<file path="src/sv/circular_deque_macros.svh">
// ----------------------------------------------------------------------------
// circular_deque_macros.svh
// Assertion macros used by the circular deque sequencer.
// ----------------------------------------------------------------------------
`ifndef CIRCULAR_DEQUE_MACROS_SVH
`define CIRCULAR_DEQUE_MACROS_SVH

// implication or plain property, checked out of reset
`define CDQ_ASSERT(label, clk, rst_n, prop, msg) \
	label: assert property (@(posedge clk) disable iff (!rst_n) prop) \
		else $error(msg);

// condition that must never be seen out of reset
`define CDQ_ASSERT_NEVER(label, clk, rst_n, cond, msg) \
	label: assert property (@(posedge clk) disable iff (!rst_n) !(cond)) \
		else $error(msg);

`endif

</file>
<file path="src/sv/cdq_pkg.sv">
// ----------------------------------------------------------------------------
// cdq_pkg
// Types and constants for the circular double-ended queue.
// ----------------------------------------------------------------------------
`default_nettype none

package cdq_pkg;

	localparam int DEPTH_DEF = 16;
	localparam int DATA_W    = 32;
	localparam int OP_W      = 3;
	localparam int ST_W      = 2;
	localparam int OCC_W_DEF = 5;

	typedef enum logic [OP_W-1:0] {
		OP_INS_FRONT = 3'd0,
		OP_INS_REAR  = 3'd1,
		OP_DEL_FRONT = 3'd2,
		OP_DEL_REAR  = 3'd3,
		OP_DISPLAY   = 3'd4
	} op_t;

	typedef enum logic [ST_W-1:0] {
		ST_OK    = 2'd0,
		ST_FULL  = 2'd1,
		ST_EMPTY = 2'd2
	} status_t;

	typedef enum logic {
		S_IDLE = 1'b0,
		S_DISP = 1'b1
	} state_t;

	// result descriptor from the sequencer to the output stage
	typedef struct packed {
		logic    valid;
		status_t status;
		logic    use_mem;
		logic    last;
	} issue_t;

endpackage

`default_nettype wire

</file>
<file path="src/sv/cdq_req_if.sv">
// ----------------------------------------------------------------------------
// cdq_req_if
// Request channel: operation code and the word to insert.
// ----------------------------------------------------------------------------
`default_nettype none

interface cdq_req_if;
	logic                                 valid;
	logic                                 ready;
	logic [cdq_pkg::OP_W-1:0]             op;
	logic signed [cdq_pkg::DATA_W-1:0]    value;

	modport source (output valid, output op, output value, input ready);
	modport sink   (input valid, input op, input value, output ready);
endinterface

`default_nettype wire

</file>
<file path="src/sv/cdq_rsp_if.sv">
// ----------------------------------------------------------------------------
// cdq_rsp_if
// Result channel: word, status, end-of-request mark and occupancy.
// ----------------------------------------------------------------------------
`default_nettype none

interface cdq_rsp_if #(
	parameter int OCC_W = cdq_pkg::OCC_W_DEF
);
	logic                                 valid;
	logic                                 ready;
	logic signed [cdq_pkg::DATA_W-1:0]    data;
	logic [cdq_pkg::ST_W-1:0]             status;
	logic                                 last;
	logic [OCC_W-1:0]                     occupancy;

	modport source (output valid, output data, output status, output last,
		output occupancy, input ready);
	modport sink   (input valid, input data, input status, input last,
		input occupancy, output ready);
endinterface

`default_nettype wire

</file>
<file path="src/sv/cdq_mem.sv">
// ----------------------------------------------------------------------------
// cdq_mem
// Entry store: one write port, one read port, registered read data.
// ----------------------------------------------------------------------------
`default_nettype none

module cdq_mem #(
	parameter int DEPTH = cdq_pkg::DEPTH_DEF,
	parameter int AW    = $clog2(DEPTH)
) (
	input  wire logic                          clk,
	input  wire logic                          we,
	input  wire logic [AW-1:0]                 waddr,
	input  wire logic [cdq_pkg::DATA_W-1:0]    wdata,
	input  wire logic                          re,
	input  wire logic [AW-1:0]                 raddr,
	output logic [cdq_pkg::DATA_W-1:0]         rdata
);
	import cdq_pkg::*;

	logic [DATA_W-1:0] store_q [DEPTH];
	logic [DATA_W-1:0] rdata_q;

	always_ff @(posedge clk) begin
		if (we) begin
			store_q[waddr] <= wdata;
		end
		if (re) begin
			rdata_q <= store_q[raddr];
		end
	end

	assign rdata = rdata_q;

endmodule

`default_nettype wire

</file>
<file path="src/sv/cdq_ctrl.sv">
// ----------------------------------------------------------------------------
// cdq_ctrl
// Request sequencer: front/rear pointers, fill count, store accesses and
// the display walk.
// ----------------------------------------------------------------------------
`default_nettype none
`include "circular_deque_macros.svh"

module cdq_ctrl #(
	parameter int DEPTH = cdq_pkg::DEPTH_DEF,
	parameter int AW    = $clog2(DEPTH),
	parameter int CW    = $clog2(DEPTH + 1)
) (
	input  wire logic                          clk,
	input  wire logic                          arst_n,
	cdq_req_if.sink                            req,
	input  wire logic                          advance,
	output logic                               mem_we,
	output logic [AW-1:0]                      mem_waddr,
	output logic [cdq_pkg::DATA_W-1:0]         mem_wdata,
	output logic                               mem_re,
	output logic [AW-1:0]                      mem_raddr,
	output cdq_pkg::issue_t                    issue,
	output logic [CW-1:0]                      issue_occ
);
	import cdq_pkg::*;

	state_t        state_q, state_d;
	logic [AW-1:0] head_q, head_d;
	logic [AW-1:0] tail_q, tail_d;
	logic [CW-1:0] count_q, count_d;
	logic [AW-1:0] disp_ptr_q, disp_ptr_d;
	logic [CW-1:0] disp_left_q, disp_left_d;
	logic          accept;
	logic          is_full;
	logic          is_empty;

	function automatic logic [AW-1:0] wrap_inc(input logic [AW-1:0] i);
		return (i == AW'(DEPTH - 1)) ? '0 : i + 1'b1;
	endfunction

	function automatic logic [AW-1:0] wrap_dec(input logic [AW-1:0] i);
		return (i == '0) ? AW'(DEPTH - 1) : i - 1'b1;
	endfunction

	assign req.ready = (state_q == S_IDLE) && advance;
	assign accept    = req.valid && req.ready;
	assign is_full   = (count_q == CW'(DEPTH));
	assign is_empty  = (count_q == '0);

	always_comb begin
		state_d = state_q;
		unique case (state_q)
			S_IDLE: begin
				if (accept && req.op == OP_DISPLAY && count_q > CW'(1)) begin
					state_d = S_DISP;
				end
			end
			S_DISP: begin
				if (advance && disp_left_q == CW'(1)) begin
					state_d = S_IDLE;
				end
			end
			default: state_d = S_IDLE;
		endcase
	end

	always_comb begin
		head_d         = head_q;
		tail_d         = tail_q;
		count_d        = count_q;
		disp_ptr_d     = disp_ptr_q;
		disp_left_d    = disp_left_q;
		mem_we         = 1'b0;
		mem_waddr      = '0;
		mem_wdata      = req.value;
		mem_re         = 1'b0;
		mem_raddr      = head_q;
		issue          = '0;
		issue.status   = ST_OK;
		issue_occ      = count_q;

		if (state_q == S_DISP) begin
			if (advance) begin
				mem_re        = 1'b1;
				mem_raddr     = disp_ptr_q;
				issue.valid   = 1'b1;
				issue.use_mem = 1'b1;
				issue.last    = (disp_left_q == CW'(1));
				disp_ptr_d    = wrap_inc(disp_ptr_q);
				disp_left_d   = disp_left_q - 1'b1;
			end
		end else if (accept) begin
			unique case (req.op) inside
				OP_INS_FRONT, OP_INS_REAR: begin
					issue.valid = 1'b1;
					issue.last  = 1'b1;
					if (is_full) begin
						issue.status = ST_FULL;
					end else begin
						mem_we  = 1'b1;
						count_d = count_q + 1'b1;
						if (is_empty) begin
							head_d    = '0;
							tail_d    = '0;
							mem_waddr = '0;
						end else if (req.op == OP_INS_FRONT) begin
							head_d    = wrap_dec(head_q);
							mem_waddr = head_d;
						end else begin
							tail_d    = wrap_inc(tail_q);
							mem_waddr = tail_d;
						end
						issue_occ = count_d;
					end
				end
				OP_DEL_FRONT, OP_DEL_REAR: begin
					issue.valid = 1'b1;
					issue.last  = 1'b1;
					if (is_empty) begin
						issue.status = ST_EMPTY;
					end else begin
						mem_re        = 1'b1;
						mem_raddr     = (req.op == OP_DEL_FRONT) ? head_q : tail_q;
						issue.use_mem = 1'b1;
						count_d       = count_q - 1'b1;
						if (count_q == CW'(1)) begin
							head_d = '0;
							tail_d = '0;
						end else if (req.op == OP_DEL_FRONT) begin
							head_d = wrap_inc(head_q);
						end else begin
							tail_d = wrap_dec(tail_q);
						end
						issue_occ = count_d;
					end
				end
				OP_DISPLAY: begin
					issue.valid = 1'b1;
					if (is_empty) begin
						issue.status = ST_EMPTY;
						issue.last   = 1'b1;
					end else begin
						mem_re        = 1'b1;
						mem_raddr     = head_q;
						issue.use_mem = 1'b1;
						issue.last    = (count_q == CW'(1));
						disp_ptr_d    = wrap_inc(head_q);
						disp_left_d   = count_q - 1'b1;
					end
				end
				default: ;
			endcase
		end
	end

	always_ff @(posedge clk or negedge arst_n) begin
		if (!arst_n) begin
			state_q     <= S_IDLE;
			head_q      <= '0;
			tail_q      <= '0;
			count_q     <= '0;
			disp_ptr_q  <= '0;
			disp_left_q <= '0;
		end else begin
			state_q     <= state_d;
			head_q      <= head_d;
			tail_q      <= tail_d;
			count_q     <= count_d;
			disp_ptr_q  <= disp_ptr_d;
			disp_left_q <= disp_left_d;
		end
	end

	`CDQ_ASSERT_NEVER(a_count_max, clk, arst_n, count_q > CW'(DEPTH), "fill count above depth")
	`CDQ_ASSERT(a_empty_ptrs, clk, arst_n, is_empty |-> (head_q == '0 && tail_q == '0), "empty queue with moved pointers")
	`CDQ_ASSERT(a_single_ptrs, clk, arst_n, (count_q == CW'(1)) |-> (head_q == tail_q), "single entry with split pointers")
	`CDQ_ASSERT(a_disp_block, clk, arst_n, (state_q == S_DISP) |-> (!req.ready && disp_left_q != '0), "display walk state broken")

endmodule

`default_nettype wire

</file>
<file path="src/sv/cdq_out.sv">
// ----------------------------------------------------------------------------
// cdq_out
// Result stage: joins read data with its descriptor, then holds the result
// in an output register until the transaction completes.
// ----------------------------------------------------------------------------
`default_nettype none

module cdq_out #(
	parameter int CW = cdq_pkg::OCC_W_DEF
) (
	input  wire logic                          clk,
	input  wire logic                          arst_n,
	input  wire cdq_pkg::issue_t               issue,
	input  wire logic [CW-1:0]                 issue_occ,
	input  wire logic [cdq_pkg::DATA_W-1:0]    rdata,
	output logic                               advance,
	cdq_rsp_if.source                          rsp
);
	import cdq_pkg::*;

	logic              valid_s1;
	issue_t            info_s1;
	logic [CW-1:0]     occ_s1;
	logic              out_valid_q;
	logic [DATA_W-1:0] data_q;
	status_t           status_q;
	logic              last_q;
	logic [CW-1:0]     occ_q;
	logic              out_free;

	assign out_free = !out_valid_q || rsp.ready;
	assign advance  = !valid_s1 || out_free;

	always_ff @(posedge clk or negedge arst_n) begin
		if (!arst_n) begin
			valid_s1    <= 1'b0;
			out_valid_q <= 1'b0;
		end else begin
			if (advance) begin
				valid_s1 <= issue.valid;
			end
			if (out_free) begin
				out_valid_q <= valid_s1;
			end
		end
	end

	// read data stays put while the stage is stalled: no read issues then
	always_ff @(posedge clk) begin
		if (advance) begin
			info_s1 <= issue;
			occ_s1  <= issue_occ;
		end
		if (out_free && valid_s1) begin
			data_q   <= info_s1.use_mem ? rdata : '0;
			status_q <= info_s1.status;
			last_q   <= info_s1.last;
			occ_q    <= occ_s1;
		end
	end

	assign rsp.valid     = out_valid_q;
	assign rsp.data      = signed'(data_q);
	assign rsp.status    = status_q;
	assign rsp.last      = last_q;
	assign rsp.occupancy = occ_q;

endmodule

`default_nettype wire

</file>
<file path="src/sv/circular_deque.sv">
// Result path: store read and descriptor are registered, then the output
// register holds the result. Insert and delete: one request per cycle while
// the output is not stalled, a single store access each. Display of N held
// words: one store read per word; requests are held off until the last word
// has been read. Reset: pointers, count and handshakes clear at once; store
// contents are left as they are and are never read before being written.
// ----------------------------------------------------------------------------
// circular_deque
// Double-ended queue over a circular word store with wrapping pointers.
// ----------------------------------------------------------------------------
`default_nettype none

module circular_deque #(
	parameter int DEPTH = cdq_pkg::DEPTH_DEF
) (
	input  wire logic    clk,
	input  wire logic    arst_n,
	cdq_req_if.sink      req,
	cdq_rsp_if.source    rsp
);
	import cdq_pkg::*;

	localparam int AW = $clog2(DEPTH);
	localparam int CW = $clog2(DEPTH + 1);

	logic              advance;
	logic              mem_we;
	logic [AW-1:0]     mem_waddr;
	logic [DATA_W-1:0] mem_wdata;
	logic              mem_re;
	logic [AW-1:0]     mem_raddr;
	logic [DATA_W-1:0] mem_rdata;
	issue_t            issue;
	logic [CW-1:0]     issue_occ;

	cdq_ctrl #(
		.DEPTH (DEPTH),
		.AW    (AW),
		.CW    (CW)
	) u_ctrl (
		.clk       (clk),
		.arst_n    (arst_n),
		.req       (req),
		.advance   (advance),
		.mem_we    (mem_we),
		.mem_waddr (mem_waddr),
		.mem_wdata (mem_wdata),
		.mem_re    (mem_re),
		.mem_raddr (mem_raddr),
		.issue     (issue),
		.issue_occ (issue_occ)
	);

	cdq_mem #(
		.DEPTH (DEPTH),
		.AW    (AW)
	) u_mem (
		.clk   (clk),
		.we    (mem_we),
		.waddr (mem_waddr),
		.wdata (mem_wdata),
		.re    (mem_re),
		.raddr (mem_raddr),
		.rdata (mem_rdata)
	);

	cdq_out #(
		.CW (CW)
	) u_out (
		.clk       (clk),
		.arst_n    (arst_n),
		.issue     (issue),
		.issue_occ (issue_occ),
		.rdata     (mem_rdata),
		.advance   (advance),
		.rsp       (rsp)
	);

endmodule

`default_nettype wire
</file>
<file path="src/flat_wrapper.sv">
// flat-port wrapper written by rule: the top's interface ports become plain ports
module circular_deque_flat import cdq_pkg::*;
#(
	parameter int DEPTH = cdq_pkg::DEPTH_DEF
)
  (clk, arst_n, req_valid, req_op, req_value, req_ready, rsp_valid, rsp_data, rsp_status, rsp_last, rsp_occupancy, rsp_ready);
  cdq_req_if req_i ();
  cdq_rsp_if rsp_i ();
  input  wire logic clk;
  input  wire logic arst_n;
  input wire logic [$bits(req_i.valid)-1:0] req_valid;
  input wire logic [$bits(req_i.op)-1:0] req_op;
  input wire logic [$bits(req_i.value)-1:0] req_value;
  output wire logic [$bits(req_i.ready)-1:0] req_ready;
  output wire logic [$bits(rsp_i.valid)-1:0] rsp_valid;
  output wire logic [$bits(rsp_i.data)-1:0] rsp_data;
  output wire logic [$bits(rsp_i.status)-1:0] rsp_status;
  output wire logic [$bits(rsp_i.last)-1:0] rsp_last;
  output wire logic [$bits(rsp_i.occupancy)-1:0] rsp_occupancy;
  input wire logic [$bits(rsp_i.ready)-1:0] rsp_ready;
  assign req_i.valid = req_valid;
  assign req_i.op = req_op;
  assign req_i.value = req_value;
  assign req_ready = req_i.ready;
  assign rsp_valid = rsp_i.valid;
  assign rsp_data = rsp_i.data;
  assign rsp_status = rsp_i.status;
  assign rsp_last = rsp_i.last;
  assign rsp_occupancy = rsp_i.occupancy;
  assign rsp_i.ready = rsp_ready;
  circular_deque #(.DEPTH(DEPTH)) u_core (.clk(clk), .arst_n(arst_n), .req(req_i), .rsp(rsp_i));
endmodule
</file>
<file path="config.mk">
export PLATFORM = sky130hd
export DESIGN_NAME = circular_deque_flat
export DESIGN_NICKNAME = d
export VERILOG_FILES = /design/src/sv/cdq_pkg.sv /design/src/sv/cdq_req_if.sv /design/src/sv/cdq_rsp_if.sv /design/src/sv/cdq_mem.sv /design/src/sv/cdq_ctrl.sv /design/src/sv/cdq_out.sv /design/src/sv/circular_deque.sv /design/src/flat_wrapper.sv
export VERILOG_INCLUDE_DIRS = /design/src /design/src/sv
export SDC_FILE = /design/constraint.sdc
export NUM_CORES = 1
export LEC_CHECK = 0
export ABC_AREA = 1
export BUFFER_PORTS_ARGS = -buffer_cell sky130_fd_sc_hd__buf_2
export CELL_PAD_IN_SITES_DETAIL_PLACEMENT = 1
export CELL_PAD_IN_SITES_GLOBAL_PLACEMENT = 2
export CORE_MARGIN = 2
export CORE_UTILIZATION = 35
export CTS_BUF_LIST = sky130_fd_sc_hd__clkbuf_4
export DETAILED_ROUTE_END_ITERATION = 8
export PLACE_DENSITY = 0.74
export SLEW_MARGIN = 0
export SYNTH_ARGS = -nofsm -noshare
export SYNTH_HDL_FRONTEND = slang
export SYNTH_SLANG_ARGS = --single-unit
export TNS_END_PERCENT = 100
</file>
<file path="constraint.sdc">
create_clock -name clk -period 7.25 [get_ports clk]
set_input_delay 0.725 -clock clk [delete_from_list [all_inputs] [get_ports clk]]
set_output_delay 0.725 -clock clk [all_outputs]
set_load 0.02 [all_outputs]
</file>
==> results_dict.tcl <==
set metrics [dict create \
    seqPwrFrac 0.381 \
    pwr-share-comb 0.357 \
    finalPower_mw 11.7 \
    drive_above_1_share 0.147 \
    period_needed_ns 4.59 \
    end_kind "register" \
    p_leak_nw 12.6 \
    worstSetupPathType "register to register" \
    multi_input_area_um2 6590 \
    synth_edf_count 593 \
    grt_max_degree 171 \
    gp_congestion 0.756 \
    powerDensity_nw_per_um2 381 \
    yosys_warnings 0 \
    cp_max_fo 170 \
    root_buffer "clkbuf_4" \
    final_cell_mix "nand3_1, edfxtp_1, nand2_1, inv_1, clkbuf_4" \
    ys_seq_elements 618 \
    dieArea_um2 79500 \
    die_y_um 282 \
    hold_viol 0 \
    wl_per_cell_um 20.8 \
    internal_power_mw 7.10 \
    clk_pin_slew_ns 0.07 \
    syn-num-nets 2548 \
    clk_latency_ns 1.01 \
    numCtsBuffers 167 \
    placed_cell_area_um2 28500 \
    drt_iter0_markers 1405 \
    grt_pass1_vias 20500 \
    async_flop_share 0.0405 \
    synthesis.area_um2 27000 \
    initial_core_util 0.355 \
    drc 0 \
    ir_drop_v 0.000358 \
    max-slew-margin-rel 0.267 \
    hold_class "input port to register" \
    nets 2697 \
    cts_buffer_depth 3 \
    max_freq_ghz 0.218 \
    num_rows 101 \
    worstPathRequired_ns 7.95 \
    p_switching_mw 4.58 \
    ant_nets 0 \
    grt_overflow 0 \
    postSynthCellCount 2498 \
    rsz0062_at_grt "no" \
    regArea_um2 18400 \
    cts_tree "yes" \
    drv_cap 0 \
    hpwl_um 39400 \
    port_buffers 80 \
    vias 19100 \
    tns_ns 0 \
    core_area_um2 76200 \
    yosysSeqAreaShare 0.682 \
    ys.flop_type "edfxtp_1" \
    arrival_ns 5.29 \
    nFillCells 8449 \
    grt_first_pass_wirelength_um 121000 \
    clock_sinks 618 \
    wirelength_um 79300 \
    viasPerCell 5.02 \
    fin_area_um2 30700 \
    netSwitchingFraction 0.392 \
    finalCritPeriodShare 0.633 \
    die_w_um 282 \
    setup-violations-final 0 \
    power_frac_clock 0.262 \
    fin_worst_skew_ns 0.0559 \
    num_io_pins 81 \
    antenna_found_initial 10 \
    status "completed" \
    worst_pin_slew_ns 1.10 \
    r2r_slack_ns 2.66 \
    start_kind "register" \
    cts_max_level 4 \
    yosysUniqueCellTypes 37 \
    syn_area_per_cell_um2 10.8 \
    slew_violations 0 \
    grtUsageTotal 0.203 \
    dr.pass1.iters 5 \
    syn_to_final_growth_pct 13.4 \
    post_cts_resized 0 \
]
==> power groups by stage <==
stage	Combinational, mW	Sequential (mW)	Clock, mW
2_1_floorplan	2.87	4.57	0
3_3_place_gp	4.14	4.53	0
6_report	4.17	4.45	3.06
4_1_cts	4.23	4.46	3.17
3_5_place_dp	4.22	4.53	0
5_1_grt	4.68	4.48	3.33
==> logic make-up (layout without fill, tap and decap cells) <==
group | Yosys count | after routing | share of synthesized area
flops | 618 | 618 | 0.682
xor+xnor | 12 | 12 | 0.00389
simple gates | 1235 | 1235 | 0.211
compound gates | 79 | 79 | 0.0167
other cells | 0 | 6 | 0
buf+inv | 543 | 815 | 0.0819
fa+ha+maj | 11 | 11 | 0.00509
==> final timing paths <==
kind                                                   start                                       end  cells after the start
max                          u_core.u_ctrl.state_q$_DFF_PN0_          u_core.u_mem.rdata[13]$_DFFE_PP_                     11
min                                            req_value[17]    u_core.u_mem.store_q[14][17]$_DFFE_PP_                      1
max reg2reg                  u_core.u_ctrl.state_q$_DFF_PN0_          u_core.u_mem.rdata[13]$_DFFE_PP_                     11
min reg2reg                u_core.u_out.info_s1[0]$_DFFE_PN_           u_core.u_out.rsp.last$_DFFE_PP_                      0
max in group asynchronous                             arst_n  u_core.u_ctrl.disp_left_q[4]$_DFFE_PN0P_                      2
min in group asynchronous                             arst_n       u_core.u_ctrl.tail_q[2]$_DFFE_PN0P_                      2
==> per-layer routing <==
| layer | GRT usage | share of wire | vias to the layer above |
|---|---|---|---|
| li1 | - | - | 8823 |
| met1 | 0.250 | 0.43 | 9617 |
| met2 | 0.351 | 0.50 | 489 |
| met3 | 0.0439 | 0.049 | 160 |
| met4 | 0.0730 | 0.025 | 10 |
| met5 | 0 | 0.00073 | - |
==> layout make-up <==
cell class | instances | share of cell area
timing repair buffer | 120 | 0.0242
inverter | 403 | 0.0495
tap | 1030 | 0.0420
clock inverter | 59 | 0.0108
sequential | 618 | 0.601
antenna | 6 | 0.000490
clock buffer | 233 | 0.0570
multi-input combinational | 1337 | 0.215
==> Yosys cell counts (6+ instances only) <==
library cell / n / area share
a21oi_1: 15 / 0.0028
buf_2: 107 / 0.020
buf_4: 9 / 0.0025
clkbuf_1: 21 / 0.0029
dfrtp_1: 25 / 0.023
edfxtp_1: 593 / 0.66
ha_1: 11 / 0.0051
inv_1: 397 / 0.055
nand2_1: 519 / 0.072
nand3_1: 593 / 0.11
nand3b_1: 64 / 0.018
nor2_1: 42 / 0.0058
o21ai_0: 40 / 0.0074
o22ai_1: 6 / 0.0014
xor2_1: 8 / 0.0026
==> per-stage QoR <==
| step | hold WS, ns | setup slack [ns] | cells | utilization |
|---|---|---|---|---|
| after CTS | 0.000745 | 2.66 | 3800 | 0.402 |
| after detailed placement | 0.409 | 2.54 | 3501 | 0.374 |
| after global placement | 0.404 | 2.58 | 3501 | 0.374 |
| after global routing | 0.0243 | 2.36 | 3806 | 0.402 |
| final | 0.108 | 2.66 | 3806 | 0.402 |
| after floorplan | 0.400 | 3.73 | 2498 | - |
==> critical path: stages (launching register included) <==
cell	delay, ns
dfrtp_1	0.71
clkinv_2	0.45
nor2_2	0.43
a21oi_4	0.11
buf_12	0.22
nand2_8	0.81
buf_4	0.72
nand2_1	0.11
nand3_1	0.11
nand3_1	0.12
nand3_1	0.13
nand2_1	0.06
==> sequential cells by signal, summed over array words and instances, names as in the netlist <==
signal	count
u_core.u_out.rsp.data	32
u_core.u_out.rsp.status	2
u_core.u_out.rsp.valid	1
u_core.u_ctrl.disp_left_q	5
u_core.u_ctrl.disp_ptr_q	4
u_core.u_ctrl.head_q	4
u_core.u_out.info_s1	4
u_core.u_out.rsp.occupancy	5
u_core.u_mem.store_q	512
u_core.u_out.valid_s1	1
u_core.u_ctrl.count_q	5
u_core.u_ctrl.tail_q	4
u_core.u_out.occ_s1	5
u_core.u_out.rsp.last	1
u_core.u_ctrl.state_q	1
u_core.u_mem.rdata	32
==> repair_timing <==
item / 4_1_cts / 5_1_grt
hold endpoints to repair: 70 / 0
hold buffers: 7 / 0
setup endpoints to repair: 0 / 0
setup buffers: 0 / 0
Note: power is estimated with default switching activity, not from simulation.
